--- src/sv/dswg_pkg.sv ---
// Shared types, constants and helper functions for the DDS sweep word generator.
// Used by all modules of the block; has no dependencies of its own.
package dswg_pkg;

  localparam int unsigned HzW        = 24;
  localparam int unsigned TwW        = 32;
  localparam int unsigned WordW      = 16;
  localparam int unsigned BcdW       = 28;
  localparam int unsigned StepW      = 8;
  localparam int unsigned DwellW     = 16;
  localparam int unsigned ApbDataW   = 32;
  localparam int unsigned ApbAddrW   = 4;
  localparam int unsigned QueueDepth = 4;
  localparam int unsigned ProdW      = 55;
  localparam int unsigned TwShift    = 24;

  localparam logic [30:0]    TwMul     = 31'd1441151881;
  localparam logic [HzW-1:0] InitHz    = 24'd1000;
  localparam logic [HzW-1:0] StartRst  = 24'd10;
  localparam logic [HzW-1:0] EndRst    = 24'd1000000;
  localparam logic [StepW-1:0] StepRst = 8'd100;
  localparam logic [DwellW-1:0] DwellRst = 16'd10000;

  localparam logic [3:0] InitLastIdx = 4'd10;
  localparam logic [3:0] FreqLastIdx = 4'd3;

  typedef enum logic [1:0] {
    CMD_TICK   = 2'd0,
    CMD_DIGITS = 2'd1,
    CMD_SWEEP  = 2'd2,
    CMD_INIT   = 2'd3
  } cmd_e;

  typedef enum logic [1:0] {
    REG_START = 2'd0,
    REG_END   = 2'd1,
    REG_STEP  = 2'd2,
    REG_DWELL = 2'd3
  } reg_e;

  typedef struct packed {
    logic [HzW-1:0]    start;
    logic [HzW-1:0]    stop;
    logic [StepW-1:0]  step;
    logic [DwellW-1:0] dwell;
  } cfg_t;

  typedef struct packed {
    logic           init;
    logic [HzW-1:0] hz;
  } job_t;

  function automatic logic [HzW-1:0] bcd_to_hz(input logic [BcdW-1:0] bcd);
    logic [HzW-1:0] hz;
    logic [3:0]     d;
    hz = '0;
    for (int i = 6; i >= 0; i--) begin
      d = bcd[4*i +: 4];
      if (d > 4'd9) begin
        d = 4'd0;
      end
      hz = HzW'(hz * HzW'(10)) + HzW'(d);
    end
    return hz;
  endfunction

  function automatic logic [TwW-1:0] hz_to_tw(input logic [HzW-1:0] hz);
    logic [ProdW-1:0] prod;
    prod = ProdW'(hz) * ProdW'(TwMul);
    return TwW'(prod >> TwShift);
  endfunction

  function automatic logic [WordW-1:0] dds_word(input logic init, input logic [3:0] idx,
                                                input logic [TwW-1:0] tw);
    logic [3:0]       fidx;
    logic [WordW-1:0] w;
    fidx = init ? 4'(idx - 4'd6) : idx;
    w    = 16'hC000;
    if (init && idx < 4'd6) begin
      unique case (idx[2:0])
        3'd0:    w = 16'hF800;
        3'd1:    w = 16'hB000;
        3'd2:    w = 16'h5000;
        3'd3:    w = 16'h4000;
        3'd4:    w = 16'h1800;
        3'd5:    w = 16'h0900;
        default: w = 16'hC000;
      endcase
    end else if (!init || idx < InitLastIdx) begin
      unique case (fidx[1:0])
        2'd0:    w = {8'h30, tw[7:0]};
        2'd1:    w = {8'h21, tw[15:8]};
        2'd2:    w = {8'h32, tw[23:16]};
        default: w = {8'h23, tw[31:24]};
      endcase
    end
    return w;
  endfunction

endpackage

--- src/sv/dds_sweep_word_generator_unit.sv ---
// Top level of the DDS sweep word generator: APB register file, front end, job queue, back end.
// Depends on dswg_pkg, dswg_front, dswg_queue and dswg_back.
//
// Channel   Direction  Handshake                   Payload
// request   in         in_valid_i / in_stall_o     cmd_i, bcd_digits_i
// word      out        out_valid_o / out_stall_i   dds_word_o, last_word_o
// config    in         psel/penable/pwrite/pready  paddr, pwdata, prdata
//
// A request is taken whenever the job queue has room.
// The output register sends one word per cycle while out_stall_i is low: four words per
// frequency update, eleven for the init sequence; a tick without a step makes no words.
// Output stalls back up through the queue to in_stall_o. Reset clears the sweep
// state and loads the register defaults; no clearing pass is needed.
module dds_sweep_word_generator_unit import dswg_pkg::*; #(
  parameter int unsigned QDepth = QueueDepth
) (
  input  logic                clk_i,
  input  logic                rst_ni,
  input  logic                in_valid_i,
  output logic                in_stall_o,
  input  logic [1:0]          cmd_i,
  input  logic [BcdW-1:0]     bcd_digits_i,
  output logic                out_valid_o,
  input  logic                out_stall_i,
  output logic [WordW-1:0]    dds_word_o,
  output logic                last_word_o,
  input  logic                psel,
  input  logic                penable,
  input  logic                pwrite,
  input  logic [ApbAddrW-1:0] paddr,
  input  logic [ApbDataW-1:0] pwdata,
  output logic [ApbDataW-1:0] prdata,
  output logic                pready
);

  cfg_t cfg_q;
  logic wr_en;
  reg_e sel;
  logic push, full, pop, empty;
  job_t job, head;

  assign pready = 1'b1;
  assign wr_en  = psel && penable && pwrite;
  assign sel    = reg_e'(paddr[3:2]);

  always_comb begin
    unique case (sel)
      REG_START: prdata = ApbDataW'(cfg_q.start);
      REG_END:   prdata = ApbDataW'(cfg_q.stop);
      REG_STEP:  prdata = ApbDataW'(cfg_q.step);
      default:   prdata = ApbDataW'(cfg_q.dwell);
    endcase
  end

  always_ff @(posedge clk_i or negedge rst_ni) begin
    if (!rst_ni) begin
      cfg_q.start <= StartRst;
      cfg_q.stop  <= EndRst;
      cfg_q.step  <= StepRst;
      cfg_q.dwell <= DwellRst;
    end else if (wr_en) begin
      unique case (sel)
        REG_START: cfg_q.start <= pwdata[HzW-1:0];
        REG_END:   cfg_q.stop  <= pwdata[HzW-1:0];
        REG_STEP:  cfg_q.step  <= pwdata[StepW-1:0];
        default:   cfg_q.dwell <= pwdata[DwellW-1:0];
      endcase
    end
  end

  dswg_front u_front (
    .clk_i        (clk_i),
    .rst_ni       (rst_ni),
    .cfg_i        (cfg_q),
    .in_valid_i   (in_valid_i),
    .in_stall_o   (in_stall_o),
    .cmd_i        (cmd_i),
    .bcd_digits_i (bcd_digits_i),
    .q_full_i     (full),
    .push_o       (push),
    .job_o        (job)
  );

  dswg_queue #(
    .Depth (QDepth)
  ) u_queue (
    .clk_i   (clk_i),
    .rst_ni  (rst_ni),
    .push_i  (push),
    .job_i   (job),
    .full_o  (full),
    .pop_i   (pop),
    .empty_o (empty),
    .head_o  (head)
  );

  dswg_back u_back (
    .clk_i       (clk_i),
    .rst_ni      (rst_ni),
    .q_empty_i   (empty),
    .head_i      (head),
    .pop_o       (pop),
    .out_valid_o (out_valid_o),
    .out_stall_i (out_stall_i),
    .dds_word_o  (dds_word_o),
    .last_word_o (last_word_o)
  );

endmodule

--- src/sv/dswg_front.sv ---
// Front end: accepts command requests, keeps the sweep state and queues frequency jobs.
// Depends on dswg_pkg.
module dswg_front import dswg_pkg::*; (
  input  logic            clk_i,
  input  logic            rst_ni,
  input  cfg_t            cfg_i,
  input  logic            in_valid_i,
  output logic            in_stall_o,
  input  logic [1:0]      cmd_i,
  input  logic [BcdW-1:0] bcd_digits_i,
  input  logic            q_full_i,
  output logic            push_o,
  output job_t            job_o
);

  logic [HzW-1:0]    cur_q, cur_d;
  logic              up_q, up_d;
  logic              sweeping_q, sweeping_d;
  logic [DwellW-1:0] dwell_q, dwell_d;

  logic              accept;
  logic [DwellW-1:0] cnt;
  logic [HzW:0]      up_next;
  logic [HzW-1:0]    dn_next;
  logic              ok;
  cmd_e              cmd;

  assign in_stall_o = q_full_i;
  assign accept     = in_valid_i && !q_full_i;
  assign cmd        = cmd_e'(cmd_i);
  assign cnt        = dwell_q + DwellW'(1);
  assign up_next    = {1'b0, cur_q} + (HzW + 1)'(cfg_i.step);
  assign dn_next    = cur_q - HzW'(cfg_i.step);
  assign ok         = up_q ? (up_next <= {1'b0, cfg_i.stop})
                           : (cur_q >= HzW'(cfg_i.step) && dn_next >= cfg_i.stop);

  always_comb begin
    cur_d       = cur_q;
    up_d        = up_q;
    sweeping_d  = sweeping_q;
    dwell_d     = dwell_q;
    push_o      = 1'b0;
    job_o.init  = 1'b0;
    job_o.hz    = cur_q;
    if (accept) begin
      unique case (cmd)
        CMD_INIT: begin
          cur_d      = InitHz;
          sweeping_d = 1'b0;
          dwell_d    = '0;
          push_o     = 1'b1;
          job_o.init = 1'b1;
          job_o.hz   = InitHz;
        end
        CMD_DIGITS: begin
          cur_d      = bcd_to_hz(bcd_digits_i);
          sweeping_d = 1'b0;
          dwell_d    = '0;
          push_o     = 1'b1;
          job_o.hz   = cur_d;
        end
        CMD_SWEEP: begin
          cur_d      = cfg_i.start;
          dwell_d    = '0;
          push_o     = 1'b1;
          job_o.hz   = cfg_i.start;
          sweeping_d = cfg_i.start != cfg_i.stop;
          if (cfg_i.start != cfg_i.stop) begin
            up_d = cfg_i.start < cfg_i.stop;
          end
        end
        default: begin
          if (sweeping_q) begin
            if (cnt >= cfg_i.dwell) begin
              dwell_d = '0;
              if (ok) begin
                cur_d    = up_q ? up_next[HzW-1:0] : dn_next;
                push_o   = 1'b1;
                job_o.hz = cur_d;
              end else begin
                sweeping_d = 1'b0;
              end
            end else begin
              dwell_d = cnt;
            end
          end
        end
      endcase
    end
  end

  always_ff @(posedge clk_i or negedge rst_ni) begin
    if (!rst_ni) begin
      cur_q      <= '0;
      up_q       <= 1'b0;
      sweeping_q <= 1'b0;
      dwell_q    <= '0;
    end else begin
      cur_q      <= cur_d;
      up_q       <= up_d;
      sweeping_q <= sweeping_d;
      dwell_q    <= dwell_d;
    end
  end

endmodule

--- src/sv/dswg_queue.sv ---
// Small job queue between the front end and the word emitter.
// Depends on dswg_pkg for the job type.
module dswg_queue import dswg_pkg::*; #(
  parameter int unsigned Depth = QueueDepth
) (
  input  logic clk_i,
  input  logic rst_ni,
  input  logic push_i,
  input  job_t job_i,
  output logic full_o,
  input  logic pop_i,
  output logic empty_o,
  output job_t head_o
);

  localparam int unsigned PtrW = (Depth > 1) ? $clog2(Depth) : 1;
  localparam int unsigned CntW = $clog2(Depth + 1);

  job_t            mem_q [Depth];
  logic [PtrW-1:0] wr_q, rd_q;
  logic [CntW-1:0] cnt_q;

  assign full_o  = cnt_q == CntW'(Depth);
  assign empty_o = cnt_q == '0;
  assign head_o  = mem_q[rd_q];

  function automatic logic [PtrW-1:0] bump(input logic [PtrW-1:0] p);
    return (p == PtrW'(Depth - 1)) ? '0 : PtrW'(p + PtrW'(1));
  endfunction

  always_ff @(posedge clk_i) begin
    if (push_i) begin
      mem_q[wr_q] <= job_i;
    end
  end

  always_ff @(posedge clk_i or negedge rst_ni) begin
    if (!rst_ni) begin
      wr_q  <= '0;
      rd_q  <= '0;
      cnt_q <= '0;
    end else begin
      if (push_i) begin
        wr_q <= bump(wr_q);
      end
      if (pop_i) begin
        rd_q <= bump(rd_q);
      end
      if (push_i && !pop_i) begin
        cnt_q <= cnt_q + CntW'(1);
      end else if (pop_i && !push_i) begin
        cnt_q <= cnt_q - CntW'(1);
      end
    end
  end

endmodule

--- src/sv/dswg_back.sv ---
// Back end: takes queued jobs, forms the tuning word and emits the programming words.
// Depends on dswg_pkg.
module dswg_back import dswg_pkg::*; (
  input  logic             clk_i,
  input  logic             rst_ni,
  input  logic             q_empty_i,
  input  job_t             head_i,
  output logic             pop_o,
  output logic             out_valid_o,
  input  logic             out_stall_i,
  output logic [WordW-1:0] dds_word_o,
  output logic             last_word_o
);

  logic             active_q, init_q, out_valid_q, last_q;
  logic [TwW-1:0]   tw_q;
  logic [3:0]       idx_q;
  logic [WordW-1:0] word_q;
  logic             load, at_last, fin;

  assign load    = !out_valid_q || !out_stall_i;
  assign at_last = idx_q == (init_q ? InitLastIdx : FreqLastIdx);
  assign fin     = active_q && load && at_last;
  assign pop_o   = !q_empty_i && (!active_q || fin);

  assign out_valid_o = out_valid_q;
  assign dds_word_o  = word_q;
  assign last_word_o = last_q;

  always_ff @(posedge clk_i) begin
    if (load && active_q) begin
      word_q <= dds_word(init_q, idx_q, tw_q);
      last_q <= at_last;
    end
    if (pop_o) begin
      tw_q   <= hz_to_tw(head_i.hz);
      init_q <= head_i.init;
    end
  end

  always_ff @(posedge clk_i or negedge rst_ni) begin
    if (!rst_ni) begin
      active_q    <= 1'b0;
      out_valid_q <= 1'b0;
      idx_q       <= '0;
    end else begin
      if (load) begin
        out_valid_q <= active_q;
      end
      if (pop_o) begin
        active_q <= 1'b1;
        idx_q    <= '0;
      end else if (fin) begin
        active_q <= 1'b0;
      end else if (load && active_q) begin
        idx_q <= idx_q + 4'd1;
      end
    end
  end

endmodule
--- config.mk ---
export PLATFORM = sky130hd
export DESIGN_NAME = dds_sweep_word_generator_unit
export DESIGN_NICKNAME = d
export VERILOG_FILES = /design/src/sv/dswg_pkg.sv /design/src/sv/dds_sweep_word_generator_unit.sv /design/src/sv/dswg_front.sv /design/src/sv/dswg_queue.sv /design/src/sv/dswg_back.sv
export SDC_FILE = /design/constraint.sdc
export NUM_CORES = 2
export LEC_CHECK = 0
export ABC_AREA = 1
export BUFFER_PORTS_ARGS = -buffer_cell sky130_fd_sc_hd__buf_2
export CAP_MARGIN = 40
export CORE_UTILIZATION = 45
export DETAILED_ROUTE_END_ITERATION = 16
export HOLD_SLACK_MARGIN = 0.08
export SLEW_MARGIN = 20
export SYNTH_ARGS = -nofsm -noshare
export SYNTH_HDL_FRONTEND = slang
export SYNTH_SLANG_ARGS = --single-unit
--- constraint.sdc ---
create_clock -name clk_i -period 16.55 [get_ports clk_i]
set_input_delay 3.31 -clock clk_i [delete_from_list [all_inputs] [get_ports clk_i]]
set_output_delay 3.31 -clock clk_i [all_outputs]
set_load 0.01 [all_outputs]
* Word level (Yosys, flattened, before mapping)
Memories as Yosys holds them, arrays and structs flattened. Index checks and enable logic that the tools add are counted.
Storage, ports and cells: memories kept 1, memory bits (writable) 100, input port bits 73, output and inout port bits 52, latch bits 0, ROM bits 0, logic and storage cells 171, register bits after elaboration 176
Cells by class: order comparisons 14, reduce and logical (&&, ||, !) cells 39, add/subtract/negate cells 15, divide/modulo/power cells 0, equality and inequality tests 18, $mul 7, muxes and demuxes 58, bitwise operators 1, shifts and indexed selects 0
Memory list:
- u_queue.mem_q | depth 4, width 25, rd ports 1, clocked after memory_dff 0, wr ports 1, line dswg_queue.sv:19 | job_t mem_q [Depth];
Operator list (count):
- $add 24x4->24 | 6
- $pmux 24 s3 | 2
- $mul 24x3->23 const B | 5
- $mux 4 | 25
- $mux 24 | 4
- $pmux 16 s6 | 1
- $mux 16 | 5
- $mul 24x31->55 const B | 1
- $pmux 13 s3 | 1
- $gt 4x4->1 const B | 7
- $add 24x8->25 | 1
- $le 25x24->1 | 1
- $mux 25 | 1
- $ge 24x24->1 | 1
- $ge 24x8->1 | 1
- $lt 24x24->1 | 1
- $ne 24x24->1 | 1
- $sub 24x8->24 | 1
- $add 16x1->16 const B | 1
- $ge 16x16->1 | 1
- $mux 1 | 13
- $eq 2x2->1 const B | 6
- $reduce_and 2->1 | 6
- $logic_and 1x1->1 | 10
- other kinds (26) | 50

* Logic depth before layout (Yosys ltp)
depth in word-level cells 18, mapped depth 79, gate-level depth less buffers 79

* Modules after synthesis
From an unflattened synthesis, not the netlist that was laid out.
Second synthesis, totals: cell total of the unflattened synthesis 4721, area total of the unflattened synthesis 37166.9 µm²
Modules (own cells, without submodules):
- dswg_back | times used 1, sequential area each 1591.5 µm², cells an instance 1794, area each 15606.2 µm²
- dswg_front | times used 1, sequential area each 1051.0 µm², cells an instance 2149, area each 13714.4 µm²
- dswg_queue | times used 1, sequential area each 3178.0 µm², cells an instance 344, area each 4429.2 µm²
- dds_sweep_word_generator_unit | times used 1, sequential area each 1823.0 µm², cells an instance 434, area each 3417.0 µm²

* Worst setup path after synthesis
Ideal clock, no wire load.
path type in2reg, start point input port bcd_digits_i[25], end point memory u_queue.mem_q[0][23] (netlist bit), data pin, path slack 2.717 ns, arrival 13.668 ns, data required time 16.385 ns, path buffers 0, library setup time 0.165 ns, stages 67, path through inv_1 -> a21oi_1 -> nor2_1 -> ha_1 -> ha_1 -> inv_1 -> o211ai_1 -> xor2_1 -> inv_1 -> ha_1 -> ha_1 -> a21oi_1 -> nor2_1 -> nor2_1 -> xor2_1 -> xnor2_1 -> inv_1 -> ha_1 -> (+31 left out) -> nand2_1 -> nor2_1 -> nand4_1 -> nor2_1 -> nor2_1 -> ha_1 -> ha_1 -> inv_1 -> nor4_1 -> nand3_1 -> nand3_1 -> xor2_1 -> xnor3_1 -> inv_1 -> nand2_1 -> nand3_1 -> nand3_2 -> a21oi_2
RTL lines:
- start: declaration | line dds_sweep_word_generator_unit.sv:22 | input logic [BcdW-1:0] bcd_digits_i,
- end: declaration | line dswg_queue.sv:19

==> impl_metrics.tcl <==
set metrics [dict create \
    crit_path_top_delay_cell "xnor3_1" \
    cts_buffers 35 \
    first_pass_iters 5 \
    path_common_cell "ha_1" \
    path_clk_slew_ns 0.06 \
    hold_viol_final 0 \
    cts.sinks 275 \
    ctsResizeCount 0 \
    synth.yosys.warnings 0 \
    hold_class "reg2reg" \
    routed-wl-met3_mm 4.222 \
    drtAntennaViolNets 0 \
    end_kind "flip-flop" \
    worst_pin_slew_ns 0.8520 \
    finish.utilization 0.4995 \
    viasPerCell 5.092 \
    slew_violations 0 \
    grt_pass1_wl_mm 142.4 \
    core_mm2 0.07645 \
    antenna_found_initial 0 \
    ys_top_cells_by_area "ha_1 20%, fa_1 16%, edfxtp_1 13%" \
    synthArstFlopShare 0.4618 \
    wl_met1_mm 41.90 \
    ys_seq_elements 275 \
    cts_setup_buffers 0 \
    wl_per_cell_um 16.14 \
    clock_tree.buffer_depth 3 \
    synth.most_common_cell "inv_1" \
    synth_common_cells "892 x inv_1, 728 x nand2_1, 558 x ha_1, 290 x nor2_1, 288 x fa_1" \
    fin_tns_setup_ns 0 \
    syn_area_mm2 0.03506 \
    synth-main-ff-cell "edfxtp_1" \
    yosys.area.top_type "ha_1" \
    nets 5305 \
    vias 27711 \
    cts_tree "done" \
    ctsRootBufferMaster "clkbuf_16" \
    syn_avg_cell_area_um2 8.232 \
    initial_core_util 0.4586 \
    num_antenna_cells 0 \
    grt_pass1_vias 27424 \
    hold_buffers 0 \
    drt_wl_total_mm 87.82 \
    die_h_um 281.1 \
    crit_required_ns 16.92 \
    fp.dieW_um 281.1 \
    finalSetupViolations 0 \
    timing.rr.end "u_back.tw_q[16]" \
    worst_r2r_path_depth 28 \
    worstPathArrival_ns 15.17 \
    regArea_mm2 0.007644 \
    critPathMaxFanout 6 \
    grt_max_degree 78 \
    cp-start-kind "primary input" \
    critical_path_class "in2reg" \
    nFillCells 7494 \
    drv_cap 0 \
    dr_wl_met2_mm 39.35 \
    r2r-start "u_queue.rd_q[1]" \
    slowest_delay_ns 0.43 \
    synth_top_area_frac 0.1991 \
    ys_seq_area_frac 0.2180 \
    min_period_ns 14.80 \
    grtUsageTotal 0.2270 \
    status "complete, no violations" \
    drc 0 \
    rrSetupSlack_ns 7.81 \
    max_freq_mhz 67.57 \
    multi_input_area_mm2 0.02379 \
    top_layer "met4" \
    fin_crit_sh 0.8942 \
    synthToLayoutAreaGrowth_pct 8.922 \
    finClkSkew_ns 0.03418 \
    synth_edf_count 148 \
    gr-total-overflow 0 \
    critPathLaunch "bcd_digits_i[25]" \
    place_hpwl_mm 73.66 \
    place.gp.congestion 0.9382 \
    critPathCapture "u_queue.mem_q[3][23]" \
    cts-htree-levels 2 \
    pin_count 125 \
    drtIter0Drc 1524 \
    ys_types 70 \
    drive_above_1_share 0.06324 \
    synth_cells 4259 \
    slew_headroom 0.4260 \
    die_area_mm2 0.07903 \
    placementRows 101 \
    clk_latency_ns 0.57 \
    io_buffers 104 \
    rsz0062_at_grt "no" \
]
## cell type report
class / count / share of cell area
multi-input combinational: 3024 / 0.6231
sequential: 275 / 0.2002
inverter: 901 / 0.08856
tap: 1030 / 0.03375
timing repair buffer: 149 / 0.02562
clock buffer: 46 / 0.02428
clock inverter: 17 / 0.004554
## layer usage
layer / track usage / vias to the layer above
li1: - / 14067
met1: 0.3166 / 12970
met2: 0.3686 / 550
met3: 0.03001 / 124
met4: 0.06039 / 0
met5: 0 / -
## cells by family (layout without fill, tap and decap cells)
kind of cell | Yosys count | in the layout | share of synthesized area
fa+ha+maj | 846 | 846 | 0.3636
compound gates | 652 | 652 | 0.1075
mux | 2 | 2 | 0.0006067
simple gates | 1338 | 1338 | 0.1606
flops | 275 | 275 | 0.2180
xor+xnor | 172 | 172 | 0.04358
buf+inv | 972 | 1113 | 0.1059
other cells | 2 | 14 | 0.0002142
## metrics by stage
step	hold WS [ns]	cells	cell area, µm²	setup WS (ns)
finish	0.4830	5442	38190	1.750
global route	0.5005	5442	38190	0.3184
CTS	0.4881	5441	38170	1.736
detailed placement	0.4731	5378	37070	1.254
global placement	0.4657	5368	36890	1.288
floorplan	0.4419	4271	35100	2.717
## how the worst min path moves through the flow
| stage | startpoint | end | slack (ns) | cells after the start |
|---|---|---|---|---|
| after floorplan | u_back.active_q | u_back.out_valid_o | 0.44 | 2 |
| after global placement | cfg_q[32] | cfg_q[32] | 0.47 | 2 |
| after detailed placement | u_back.active_q | u_back.out_valid_o | 0.47 | 2 |
| after CTS | cfg_q[32] | cfg_q[32] | 0.49 | 2 |
| after global routing | cfg_q[13] | cfg_q[13] | 0.50 | 2 |
| final | cfg_q[32] | cfg_q[32] | 0.48 | 2 |
## worst max-delay path, delay by kind of cell
family	cells	cell delay (ns)
AOI/OAI and AO/OA	7	1.39
and+or+nand+nor	29	3.62
xor gates and xnor gates	9	2.21
buffers and inverters	11	0.81
adders and majority gates	12	3.86
## registers in the layout (all words and copies together) (netlist names)
register and count:
u_front.up_q 1, u_back.last_word_o 1, u_back.idx_q 4, u_back.init_q 1, u_back.dds_word_o 15, u_front.sweeping_q 1, u_back.active_q 1, u_queue.mem_q 100
u_front.dwell_q 16, u_queue.wr_q 2, u_front.cur_q 24, cfg_q 72, u_queue.cnt_q 3, u_back.out_valid_o 1, u_back.tw_q 31, u_queue.rd_q 2
## layout by cell type, fill, tap and decap left out, types with 35 or more instances in the layout
cell type / count
buf_2: 103
xor2_1: 129
o21ai_0: 232
clkbuf_16: 35
nand4_1: 57
nand3_1: 153
nor3_1: 41
dfrtp_1: 110
fa_1: 288
nand2_1: 728
inv_1: 892
buf_4: 37
nor2_1: 284
edfxtp_1: 148
a21oi_1: 224
ha_1: 558
xnor2_1: 41
Power is left out: the tool's default activity adds up to more than one toggle a clock period on the data nets, which glitch-free logic cannot reach.
